[src/rtl/ila_pkg.sv]
// ----------------------------------------------------------------------------
// ila_pkg
// Shared types and constants for the indexed insert/erase list.
// ----------------------------------------------------------------------------
package ila_pkg;

   localparam int CAPACITY_DEF = 32;
   localparam int DATA_W       = 32;
   localparam int POS_W        = 6;
   localparam int CNT_W        = 6;
   localparam int FUNC_W       = 2;

   localparam logic [FUNC_W-1:0] FUNC_INSERT = 2'd0;
   localparam logic [FUNC_W-1:0] FUNC_ERASE  = 2'd1;
   localparam logic [FUNC_W-1:0] FUNC_LIST   = 2'd2;

   typedef enum logic [2:0] {
      ST_IDLE,
      ST_INS_SHIFT,
      ST_INS_PUT,
      ST_ERA_SHIFT,
      ST_LIST
   } ctl_state_type;

   typedef struct packed {
      logic load_ins;
      logic load_era;
      logic load_list;
      logic ins_step;
      logic ins_put;
      logic era_step;
      logic list_step;
      logic rsp_fail;
      logic rsp_empty;
   } ctl_cmd_type;

   typedef struct packed {
      logic ins_ok;
      logic era_ok;
      logic empty;
      logic at_pos;
      logic at_fill;
   } dp_status_type;

endpackage

[src/rtl/ila_ram.sv]
// ----------------------------------------------------------------------------
// ila_ram
// Generic single-write, single-read RAM with registered read data.
// ----------------------------------------------------------------------------
module ila_ram #(
   parameter int WIDTH = 32,
   parameter int DEPTH = 32
) (
   input  logic                     clock,
   input  logic                     wr_en,
   input  logic [$clog2(DEPTH)-1:0] wr_addr,
   input  logic [WIDTH-1:0]         wr_data,
   input  logic                     rd_en,
   input  logic [$clog2(DEPTH)-1:0] rd_addr,
   output logic [WIDTH-1:0]         rd_data
);

   logic [WIDTH-1:0] mem_ff [DEPTH];
   logic [WIDTH-1:0] rd_data_ff;

   always_ff @(posedge clock) begin
      if (wr_en) begin
         mem_ff[wr_addr] <= wr_data;
      end
      if (rd_en) begin
         rd_data_ff <= mem_ff[rd_addr];
      end
   end

   assign rd_data = rd_data_ff;

endmodule

[src/rtl/ila_ctl.sv]
// ----------------------------------------------------------------------------
// ila_ctl
// Sequencer for insert, erase and list requests.
// ----------------------------------------------------------------------------
module ila_ctl
   import ila_pkg::*;
(
   input  logic              clock,
   input  logic              reset,
   input  logic              start,
   input  logic [FUNC_W-1:0] req_func,
   input  dp_status_type     stat,
   output logic              busy,
   output ctl_cmd_type       cmd
);

   ctl_state_type state_ff, state_in;

   always_ff @(posedge clock) begin
      if (reset) begin
         state_ff <= ST_IDLE;
      end else begin
         state_ff <= state_in;
      end
   end

   always_comb begin
      state_in = state_ff;
      cmd      = '0;
      busy     = 1'b1;
      case (state_ff)
         ST_IDLE: begin
            busy = 1'b0;
            if (start) begin
               case (req_func)
                  FUNC_INSERT: begin
                     if (stat.ins_ok) begin
                        cmd.load_ins = 1'b1;
                        state_in     = ST_INS_SHIFT;
                     end else begin
                        cmd.rsp_fail = 1'b1;
                     end
                  end
                  FUNC_ERASE: begin
                     if (stat.era_ok) begin
                        cmd.load_era = 1'b1;
                        state_in     = ST_ERA_SHIFT;
                     end else begin
                        cmd.rsp_fail = 1'b1;
                     end
                  end
                  FUNC_LIST: begin
                     if (stat.empty) begin
                        cmd.rsp_empty = 1'b1;
                     end else begin
                        cmd.load_list = 1'b1;
                        state_in      = ST_LIST;
                     end
                  end
                  default: begin
                     cmd.rsp_fail = 1'b1;
                  end
               endcase
            end
         end
         ST_INS_SHIFT: begin
            cmd.ins_step = 1'b1;
            if (stat.at_pos) begin
               state_in = ST_INS_PUT;
            end
         end
         ST_INS_PUT: begin
            cmd.ins_put = 1'b1;
            state_in    = ST_IDLE;
         end
         ST_ERA_SHIFT: begin
            cmd.era_step = 1'b1;
            if (stat.at_fill) begin
               state_in = ST_IDLE;
            end
         end
         ST_LIST: begin
            cmd.list_step = 1'b1;
            if (stat.at_fill) begin
               state_in = ST_IDLE;
            end
         end
         default: begin
            state_in = ST_IDLE;
         end
      endcase
   end

endmodule

[src/rtl/ila_dp.sv]
// ----------------------------------------------------------------------------
// ila_dp
// Entry memory, fill count, walk pointer and result registers.
// ----------------------------------------------------------------------------
module ila_dp
   import ila_pkg::*;
#(
   parameter int CAPACITY = CAPACITY_DEF
) (
   input  logic                     clock,
   input  logic                     reset,
   input  ctl_cmd_type              cmd,
   input  logic [POS_W-1:0]         req_position,
   input  logic signed [DATA_W-1:0] req_value,
   output dp_status_type            stat,
   output logic                     rsp_strobe,
   output logic                     rsp_ok,
   output logic [CNT_W-1:0]         rsp_count,
   output logic signed [DATA_W-1:0] rsp_item,
   output logic                     rsp_item_valid,
   output logic                     rsp_last
);

   localparam int AW = $clog2(CAPACITY);
   localparam int FW = $clog2(CAPACITY + 1);
   localparam int CW = ((FW > POS_W) ? FW : POS_W) + 1;

   logic [FW-1:0]     fill_ff, fill_in;
   logic [FW-1:0]     ptr_ff, ptr_in;
   logic [POS_W-1:0]  pos_ff, pos_in;
   logic [DATA_W-1:0] val_ff, val_in;
   logic              rd_vld_ff, rd_vld_in;

   logic              strobe_ff, strobe_in;
   logic              ok_ff, ok_in;
   logic [CNT_W-1:0]  cnt_ff, cnt_in;
   logic [DATA_W-1:0] item_ff, item_in;
   logic              ivld_ff, ivld_in;
   logic              last_ff, last_in;

   logic              ram_we, ram_re;
   logic [AW-1:0]     ram_waddr, ram_raddr;
   logic [DATA_W-1:0] ram_wdata, ram_rdata;

   logic [CW-1:0]     fill_x, ptr_x, req_pos_x, pos_x;

   ila_ram #(
      .WIDTH (DATA_W),
      .DEPTH (CAPACITY)
   ) u_ram (
      .clock   (clock),
      .wr_en   (ram_we),
      .wr_addr (ram_waddr),
      .wr_data (ram_wdata),
      .rd_en   (ram_re),
      .rd_addr (ram_raddr),
      .rd_data (ram_rdata)
   );

   assign fill_x    = CW'(fill_ff);
   assign ptr_x     = CW'(ptr_ff);
   assign req_pos_x = CW'(req_position);
   assign pos_x     = CW'(pos_ff);

   always_comb begin
      stat.ins_ok  = (req_pos_x <= fill_x) && (fill_x < CW'(CAPACITY));
      stat.era_ok  = req_pos_x < fill_x;
      stat.empty   = fill_ff == '0;
      stat.at_pos  = ptr_x == pos_x;
      stat.at_fill = ptr_ff == fill_ff;
   end

   always_comb begin
      fill_in   = fill_ff;
      ptr_in    = ptr_ff;
      pos_in    = pos_ff;
      val_in    = val_ff;
      rd_vld_in = 1'b0;
      ram_we    = 1'b0;
      ram_waddr = '0;
      ram_wdata = ram_rdata;
      ram_re    = 1'b0;
      ram_raddr = '0;
      strobe_in = 1'b0;
      ok_in     = ok_ff;
      cnt_in    = cnt_ff;
      item_in   = item_ff;
      ivld_in   = ivld_ff;
      last_in   = last_ff;

      if (cmd.load_ins) begin
         pos_in = req_position;
         val_in = req_value;
         ptr_in = fill_ff;
      end
      if (cmd.load_era) begin
         ptr_in = FW'(req_position) + FW'(1);
      end
      if (cmd.load_list) begin
         ptr_in = '0;
      end

      // insert walks down: read ptr-1 now, write it to ptr in the next cycle
      if (cmd.ins_step) begin
         if (!stat.at_pos) begin
            ram_re    = 1'b1;
            ram_raddr = AW'(ptr_ff - FW'(1));
            rd_vld_in = 1'b1;
            ptr_in    = ptr_ff - FW'(1);
         end
         if (rd_vld_ff) begin
            ram_we    = 1'b1;
            ram_waddr = AW'(ptr_ff + FW'(1));
         end
      end

      if (cmd.ins_put) begin
         ram_we    = 1'b1;
         ram_waddr = AW'(pos_ff);
         ram_wdata = val_ff;
         fill_in   = fill_ff + FW'(1);
         strobe_in = 1'b1;
         ok_in     = 1'b1;
         cnt_in    = CNT_W'(fill_ff + FW'(1));
         item_in   = '0;
         ivld_in   = 1'b0;
         last_in   = 1'b1;
      end

      // erase walks up: read ptr now, write it to ptr-1 in the next cycle
      if (cmd.era_step) begin
         if (!stat.at_fill) begin
            ram_re    = 1'b1;
            ram_raddr = AW'(ptr_ff);
            rd_vld_in = 1'b1;
            ptr_in    = ptr_ff + FW'(1);
         end
         if (rd_vld_ff) begin
            ram_we    = 1'b1;
            ram_waddr = AW'(ptr_ff - FW'(2));
         end
         if (stat.at_fill) begin
            fill_in   = fill_ff - FW'(1);
            strobe_in = 1'b1;
            ok_in     = 1'b1;
            cnt_in    = CNT_W'(fill_ff - FW'(1));
            item_in   = '0;
            ivld_in   = 1'b0;
            last_in   = 1'b1;
         end
      end

      if (cmd.list_step) begin
         if (!stat.at_fill) begin
            ram_re    = 1'b1;
            ram_raddr = AW'(ptr_ff);
            rd_vld_in = 1'b1;
            ptr_in    = ptr_ff + FW'(1);
         end
         if (rd_vld_ff) begin
            strobe_in = 1'b1;
            ok_in     = 1'b1;
            cnt_in    = CNT_W'(fill_ff);
            item_in   = ram_rdata;
            ivld_in   = 1'b1;
            last_in   = stat.at_fill;
         end
      end

      if (cmd.rsp_fail || cmd.rsp_empty) begin
         strobe_in = 1'b1;
         ok_in     = cmd.rsp_empty;
         cnt_in    = CNT_W'(fill_ff);
         item_in   = '0;
         ivld_in   = 1'b0;
         last_in   = 1'b1;
      end
   end

   always_ff @(posedge clock) begin
      if (reset) begin
         fill_ff   <= '0;
         rd_vld_ff <= 1'b0;
         strobe_ff <= 1'b0;
      end else begin
         fill_ff   <= fill_in;
         rd_vld_ff <= rd_vld_in;
         strobe_ff <= strobe_in;
      end
   end

   always_ff @(posedge clock) begin
      ptr_ff  <= ptr_in;
      pos_ff  <= pos_in;
      val_ff  <= val_in;
      ok_ff   <= ok_in;
      cnt_ff  <= cnt_in;
      item_ff <= item_in;
      ivld_ff <= ivld_in;
      last_ff <= last_in;
   end

   assign rsp_strobe     = strobe_ff;
   assign rsp_ok         = ok_ff;
   assign rsp_count      = cnt_ff;
   assign rsp_item       = item_ff;
   assign rsp_item_valid = ivld_ff;
   assign rsp_last       = last_ff;

endmodule

[src/rtl/indexed_insert_erase_list_top.sv]
// ----------------------------------------------------------------------------
// indexed_insert_erase_list_top
// Ordered list of signed words with insert, erase and list requests.
//
//   channel   handshake            payload
//   request   start / busy         req_func, req_position, req_value
//   result    rsp_strobe           rsp_ok, rsp_count, rsp_item,
//                                  rsp_item_valid, rsp_last
//
// insert, erase and list each make one pass over the entry ram.
// a rejected request or an empty list answers in the cycle after acceptance.
// reset empties the list at once; no clearing pass is needed.
// results leave one per cycle and cannot be stalled.
// ----------------------------------------------------------------------------
module indexed_insert_erase_list_top
   import ila_pkg::*;
#(
   parameter int CAPACITY = CAPACITY_DEF
) (
   input  logic                     clock,
   input  logic                     reset,
   input  logic                     start,
   output logic                     busy,
   input  logic [FUNC_W-1:0]        req_func,
   input  logic [POS_W-1:0]         req_position,
   input  logic signed [DATA_W-1:0] req_value,
   output logic                     rsp_strobe,
   output logic                     rsp_ok,
   output logic [CNT_W-1:0]         rsp_count,
   output logic signed [DATA_W-1:0] rsp_item,
   output logic                     rsp_item_valid,
   output logic                     rsp_last
);

   ctl_cmd_type   cmd;
   dp_status_type stat;

   ila_ctl u_ctl (
      .clock    (clock),
      .reset    (reset),
      .start    (start),
      .req_func (req_func),
      .stat     (stat),
      .busy     (busy),
      .cmd      (cmd)
   );

   ila_dp #(
      .CAPACITY (CAPACITY)
   ) u_dp (
      .clock          (clock),
      .reset          (reset),
      .cmd            (cmd),
      .req_position   (req_position),
      .req_value      (req_value),
      .stat           (stat),
      .rsp_strobe     (rsp_strobe),
      .rsp_ok         (rsp_ok),
      .rsp_count      (rsp_count),
      .rsp_item       (rsp_item),
      .rsp_item_valid (rsp_item_valid),
      .rsp_last       (rsp_last)
   );

   // an accepted request either starts a walk or answers next cycle
   a_accept_progress: assert property (@(posedge clock) disable iff (reset)
      start && !busy |=> busy || rsp_strobe)
      else $error("accepted request neither busy nor answered");

   // list results come back to back until the last one
   a_list_burst: assert property (@(posedge clock) disable iff (reset)
      rsp_strobe && !rsp_last |=> rsp_strobe)
      else $error("gap inside a list burst");

   a_item_ok: assert property (@(posedge clock) disable iff (reset)
      rsp_strobe && rsp_item_valid |-> rsp_ok)
      else $error("stored entry returned on a failed request");

   a_no_item: assert property (@(posedge clock) disable iff (reset)
      rsp_strobe && !rsp_item_valid |-> rsp_last && rsp_item == '0)
      else $error("result without entry is not a final zero result");

endmodule
[config.mk]
export PLATFORM = sky130hd
export DESIGN_NAME = indexed_insert_erase_list_top
export DESIGN_NICKNAME = d
export VERILOG_FILES = /design/src/rtl/ila_pkg.sv /design/src/rtl/ila_ram.sv /design/src/rtl/ila_ctl.sv /design/src/rtl/ila_dp.sv /design/src/rtl/indexed_insert_erase_list_top.sv
export SDC_FILE = /design/constraint.sdc
export NUM_CORES = 2
export LEC_CHECK = 0
export BUFFER_PORTS_ARGS = -buffer_cell sky130_fd_sc_hd__buf_2
export CORE_MARGIN = 2
export CORE_UTILIZATION = 55
export CTS_BUF_LIST = sky130_fd_sc_hd__clkbuf_2
export DETAILED_ROUTE_END_ITERATION = 8
export PLACE_DENSITY_LB_ADDON = 0.05
export SETUP_SLACK_MARGIN = 0.4
export SKIP_CTS_REPAIR_TIMING = 1
export SLEW_MARGIN = 20
export SYNTH_ARGS = -nofsm -noshare
export SYNTH_HDL_FRONTEND = slang
export SYNTH_SLANG_ARGS = --single-unit
[constraint.sdc]
create_clock -name clock -period 3.8 [get_ports clock]
set_clock_uncertainty 0.05 [all_clocks]
set_input_delay 0.38 -clock clock [delete_from_list [all_inputs] [get_ports clock]]
set_output_delay 0.38 -clock clock [all_outputs]
set_load 0.02 [all_outputs]
* Word-level counts from Yosys, hierarchy flattened *
Memory sizes are Yosys's and may differ from the RTL's. A register that Yosys moved wholly into a read port is not among the register bits.
Cells that the tools add are included.

operators by class
  $add $sub $neg = 6
  order comparisons = 3
  equality and inequality tests = 15
  muxes and demuxes = 98
  reductions and logical operators = 7

operators with widths
  cell                   number
  $mux W32               6
  $mux W6                18
  $mux W5                11
  $mux W1                50
  $mux W3                8
  $add A6 B1 Y6 const B  3
  $pmux W3 S3            2
  $eq A6 B6 Y1           2
  $sub A6 B1 Y6 const B  2
  $ne A3 B3 Y1 const B   3
  $reduce_and A7 Y1      1
  $eq A3 B2 Y1 const B   2
  $le A6 B6 Y1           1
  $logic_not A6 Y1       1
  $lt A6 B6 Y1           1
  $lt A6 B6 Y1 const B   1
  $sub A5 B2 Y5 const B  1
  $mux W2                2
  $ne A2 B2 Y1 const B   2
  $ne A4 B4 Y1 const B   1
  $eq A3 B1 Y1 const B   1
  $eq A3 B3 Y1 const B   1
  $logic_not A3 Y1       1
  $pmux W1 S3            1
  other kinds (7)        7

storage, ports and cells
  bits in registers = 96
  RAM bits = 1,024
  bits of input ports = 43
  memories = 1

memory list
  memory             depth  bits a word  read ports  clocked after memory_dff  write ports  RTL line       text
  u_dp.u_ram.mem_ff  32     32           1           1                         1            ila_ram.sv:18  logic [WIDTH-1:0] mem_ff [DEPTH];

* Longest topological paths before layout *
  word-level depth = 15
  depth in mapped cells = 14

* Hierarchy *
From an unflattened synthesis, not the netlist that was laid out.

second synthesis, totals
  cells, all modules = 2,724
  area, all modules = 45,766.4 µm²

modules (own cells, without submodules)
  module   times used  cells each  area an instance (µm²)  seq. area each (µm²)
  ila_ram  1           2,260       40,812.9                31,710.4
  ila_dp   1           424         4,631.9                 2,242.2
  ila_ctl  1           40          321.6                   60.1

* Worst setup path before layout *
OpenSTA, ideal clock, no wires.

  kind = flip-flop to flip-flop
  from = register u_ctl.state_ff[1]
  to = memory u_dp.u_ram.mem_ff[19][0], enable pin
  data arrival time = 3,146 ps
  data required time = 3,329 ps
  slack = 183 ps
  cell stages (with the launch flop) = 9
  path buffers = 3
  clock period less this slack = 3,617 ps
  cell sequence = dfxtp_1 > clkbuf_1 > and2_1 > clkbuf_1 > clkbuf_1 > nand2_1 > a32oi_1 > nand2_1 > nor2_1

on the way
  longest elaborated chain between the ends = 8
  elaborated cells on any way between the ends = 16

RTL lines
  item                           RTL line       text
  start: declaration             ila_ctl.sv:17  ctl_state_type state_ff, state_in;
  start signal: assignment       ila_ctl.sv:23  state_ff <= state_in;
  $eq A3 B1 Y1                   ila_ctl.sv:31  case (state_ff)
  $mux W1                        ila_ctl.sv:31
  $mux W1                        ila_dp.sv:104  if (cmd.ins_step) begin
  $mux W1                        ila_dp.sv:117  if (cmd.ins_put) begin
  $mux W1                        ila_dp.sv:138  if (rd_vld_ff) begin
  $mux W1                        ila_dp.sv:131  if (cmd.era_step) begin
  $mux W1                        ila_ram.sv:22  if (wr_en) begin
  $mux W1 (implied by the code)  ila_ram.sv:23  mem_ff[wr_addr] <= wr_data;
  end: declaration               ila_ram.sv:18

Several ways; a longest one is shown, not always the timed one.

* Final worst setup path *
  from = register u_dp.ptr_ff[1]
  to = register u_dp.u_ram.rd_data_ff[7], in the netlist u_dp.u_ram.rd_data[7], read port of u_dp.u_ram.mem_ff, data pin

on the way
  longest elaborated chain between the ends = 7
  elaborated cells on any way between the ends = 15

RTL lines
  item                                           RTL line                     text
  start: declaration                             ila_dp.sv:29                 logic [FW-1:0] ptr_ff, ptr_in;
  start signal: assignment                       ila_dp.sv:193                ptr_ff <= ptr_in;
  $sub A6 B1 Y6 or $eq A6 B6 Y1 (tied branches)  ila_dp.sv:107, ila_dp.sv:69
  $mux W5 or $mux W1 (tied branches)             ila_dp.sv:105                if (!stat.at_pos) begin
  $mux W5 or $mux W1 (tied branches)             ila_dp.sv:104
  $mux W5 or $mux W1 (tied branches)             ila_dp.sv:132                if (!stat.at_fill) begin
  $mux W5 or $mux W1 (tied branches)             ila_dp.sv:131
  $mux W5 or $mux W1 (tied branches)             ila_dp.sv:154                if (!stat.at_fill) begin
  $mux W5 or $mux W1 (tied branches)             ila_dp.sv:153                if (cmd.list_step) begin
  end: declaration                               ila_ram.sv:19                logic [WIDTH-1:0] rd_data_ff;

Several ways; a longest one is shown, not always the timed one.
A chain may end at the register's enable or synchronous reset.

==> flow_summary.json <==
{
  "status": "finished, violations left",
  "violations": "hold timing",
  "fin_nets": 3549,
  "cp-endpoint": "u_dp.u_ram.rd_data[7]",
  "die_h_um": 293.3,
  "syn_area_um2": 46040,
  "critPathArrivalTime_ns": 4.49,
  "post_dp_cell_area_um2": 49020,
  "p_comb_frac": 0.144,
  "holdCritPathClass": "input pin to register",
  "placed_cells": 4161,
  "cts.clk_slew.worst_paths_ns": 0.10,
  "drtIter0Drc": 3628,
  "antenna_found_initial": 7,
  "max_freq_mhz": 301.0,
  "reg2reg_slack_ns": 0.48,
  "layout_common_cells": "edfxtp_1, nand2_1, clkbuf_2",
  "rsz0062_at_grt": "no",
  "p_sw_mw": 7.326,
  "first_global_vias": 29620,
  "overflow": 0,
  "synthCells": 3040,
  "synth_top_area_frac": 0.7136,
  "tightest_slew_ns": 1.148,
  "maxSlewViolCount": 0,
  "routabilityCongestion": 0.8627,
  "grt_start_max_net_pins": 74,
  "die-area_um2": 86030,
  "cp-start-kind": "register",
  "core_area_um2": 83290,
  "setup_violations": 0,
  "final_core_util": 0.6325,
  "max-vdd-ir-drop_uv": 307.9,
  "r2r-end": "u_dp.u_ram.rd_data[7]",
  "clockBufferDepth": 4,
  "hold_viol_final": 1,
  "h-tree-depth": 5,
  "grt_pass1_wl_um": 198200,
  "clock-root-buffer": "clkbuf_2",
  "met1Wirelength_um": 55750,
  "routed.top_layer": "met5",
  "netlist_top_cells_area": "edfxtp_1, nand2_1, mux4_2, and3_1, dfxtp_1",
  "ant_nets": 0,
  "fin_area_um2": 52680,
  "nFillCells": 6319,
  "ys.flop_type": "edfxtp_1",
  "vias": 30640,
  "wl_met3_um": 15440,
  "r2r_cells": 13,
  "hold_ws_ns": -0.009550,
  "routed_via_density": 6.417,
  "wl_per_cell_um": 29.28,
  "sw_frac_of_total": 0.2819,
  "final_cells": 4775,
  "synth_edf_count": 1094,
  "place_ws_ns": 0.2352,
  "drt_wl_total_um": 139800,
  "rows": 106,
  "max_cap_viol_count": 0,
  "min_path_cells": 5,
  "wl_met2_um": 63850,
  "io_buffer_count": 85,
  "firstDrtPassIters": 5,
  "crit_path_start": "u_dp.ptr_ff[1]",
  "crit_fanout": 14,
  "die-width_um": 293.3,
  "dp_hpwl_um": 79480,
  "rr_startpoint": "u_dp.ptr_ff[1]",
  "relSlewSlack": 0.2327,
  "final_common_cell": "edfxtp_1",
  "critPathKind": "register to register",
  "cts_tree": "built",
  "initial_core_util": 0.5527,
  "clk_latency_ns": 1.55,
  "end_kind": "register",
  "pwr_density_cell_nw_per_um2": 493.4,
  "cts_sinks": 1152,
  "critPathRequiredTime_ns": 4.97,
  "post-route-min-period_ns": 3.322,
  "ys_ff_latch": 1152,
  "yosys.area.top_type": "edfxtp_1",
  "syn_nets": 3097,
  "seq_power_share": 0.544,
  "p_int_mw": 18.67,
  "drc": 0,
  "p_leak_nw": 18.35,
  "synthToLayoutAreaGrowth_pct": 14.43,
  "drive_above_1_share": 0.2526,
  "track_usage": 0.3209,
  "cts_buffers": 306,
  "ys_warn_count": 0,
  "timing.final.crit_share": 0.8742,
  "seq_area_frac_synth": 0.7388,
  "synth_cell_type_count": 71,
  "setup_slack_ns": 0.4781,
  "clkPwrFrac": 0.312,
  "synthArstFlopShare": 0,
  "ios": 86,
  "tns_ns": 0,
  "avgSynthCellArea_um2": 15.14
}
[worst min-delay path by stage]
stage | start | to | slack [ns]
after floorplan | reset | u_ctl.state_ff[2] | 0.40
after global routing | req_value[1] | u_dp.val_ff[1] | -0.02
after global placement | u_dp.rsp_last | u_dp.rsp_last | 0.40
final | req_position[2] | u_dp.ptr_ff[2] | -0.01
after CTS | req_value[2] | u_dp.val_ff[2] | -1.16
after detailed placement | u_dp.rsp_last | u_dp.rsp_last | 0.41
[area by class of cell]
| class | instances | area (um^2) | share of cell area |
|---|---|---|---|
| Sequential cell | 1152 | 34020 | 0.6457 |
| Multi-Input combinational cell | 1635 | 11180 | 0.2123 |
| Timing Repair Buffer | 378 | 3517 | 0.06676 |
| Clock buffer | 429 | 2147 | 0.04076 |
| Tap cell | 1080 | 1351 | 0.02565 |
| Clock inverter | 76 | 376.6 | 0.007149 |
| Inverter | 19 | 73.82 | 0.001401 |
| Antenna cell | 6 | 15.01 | 0.0002850 |
[flip-flops by register name, summed over array words and instances (netlist names), 3 cells and up]
name / count
u_dp.pos_ff: 6
u_dp.rsp_count: 6
u_dp.u_ram.rd_data: 32
u_dp.fill_ff: 6
u_ctl.state_ff: 3
u_dp.rsp_item: 32
u_dp.val_ff: 32
u_dp.ptr_ff: 6
u_dp.u_ram.mem_ff: 1024
[synth_stat cells, drive strengths merged, types with 5 or more instances]
library cell  instances
edfxtp             1094
nand2               531
a31oi               199
and3                197
clkbuf              144
o22ai               134
a211oi              133
buf                  92
nor2                 69
a221oi               68
mux4                 62
dfxtp                58
a22o                 34
nor4                 34
a21oi                20
inv                  19
o21ai                18
xnor2                15
ha                   14
xor2                 11
nand3                10
nor3                  8
a21o                  7
and2                  7
nand2b                5
o211ai                5
[metal layers]
layer	track usage	up-vias
li1	-	13070
met3	0.08555	329
met5	0	-
met1	0.4476	15420
met2	0.4839	1819
met4	0.1314	4
[worst max-delay path: stages, from the launching register on]
cell and delay (ns):
dfxtp_1 0.41, buf_4 0.20, xnor2_1 0.16, nand4_1 0.12
buf_4 0.17, o211ai_4 0.20, buf_12 0.20, and2_4 0.29
buf_12 0.18, buf_4 0.20, nand2_1 0.07, a31oi_1 0.21
o22ai_1 0.14, nor4_2 0.44
[through the flow]
stage | hold slack [ns] | power [mW]
after floorplan | 0.3991 | 16.79
after global placement | 0.4044 | 17.95
after detailed placement | 0.4063 | 17.99
after CTS | -1.159 | 26.00
after global routing | -0.02067 | 27.01
final | -0.009550 | 25.99
[kinds of logic (layout without fill, tap and decap cells)]
group / after synthesis / count (layout) / synth area share
XOR/XNOR: 26 / 26 / 0.005599
adder cells (fa/ha/maj): 14 / 14 / 0.003805
flip-flops: 1152 / 1152 / 0.7388
AND/OR/NAND/NOR: 882 / 884 / 0.09230
AO/OA/AOI/OAI: 645 / 645 / 0.1020
other: 0 / 6 / 0
buffers and inverters: 255 / 902 / 0.02604
multiplexers: 66 / 66 / 0.03147
[power groups by stage]
stage	Clock, mW	Combinational [mW]	Sequential (mW)
6_report	8.10	3.75	14.1
5_1_grt	8.91	3.95	14.2
4_1_cts	8.29	3.58	14.1
3_5_place_dp	0	3.57	14.4
3_3_place_gp	0	3.53	14.4
2_1_floorplan	0	2.43	14.4
Note: power is estimated with default switching activity, not from simulation.
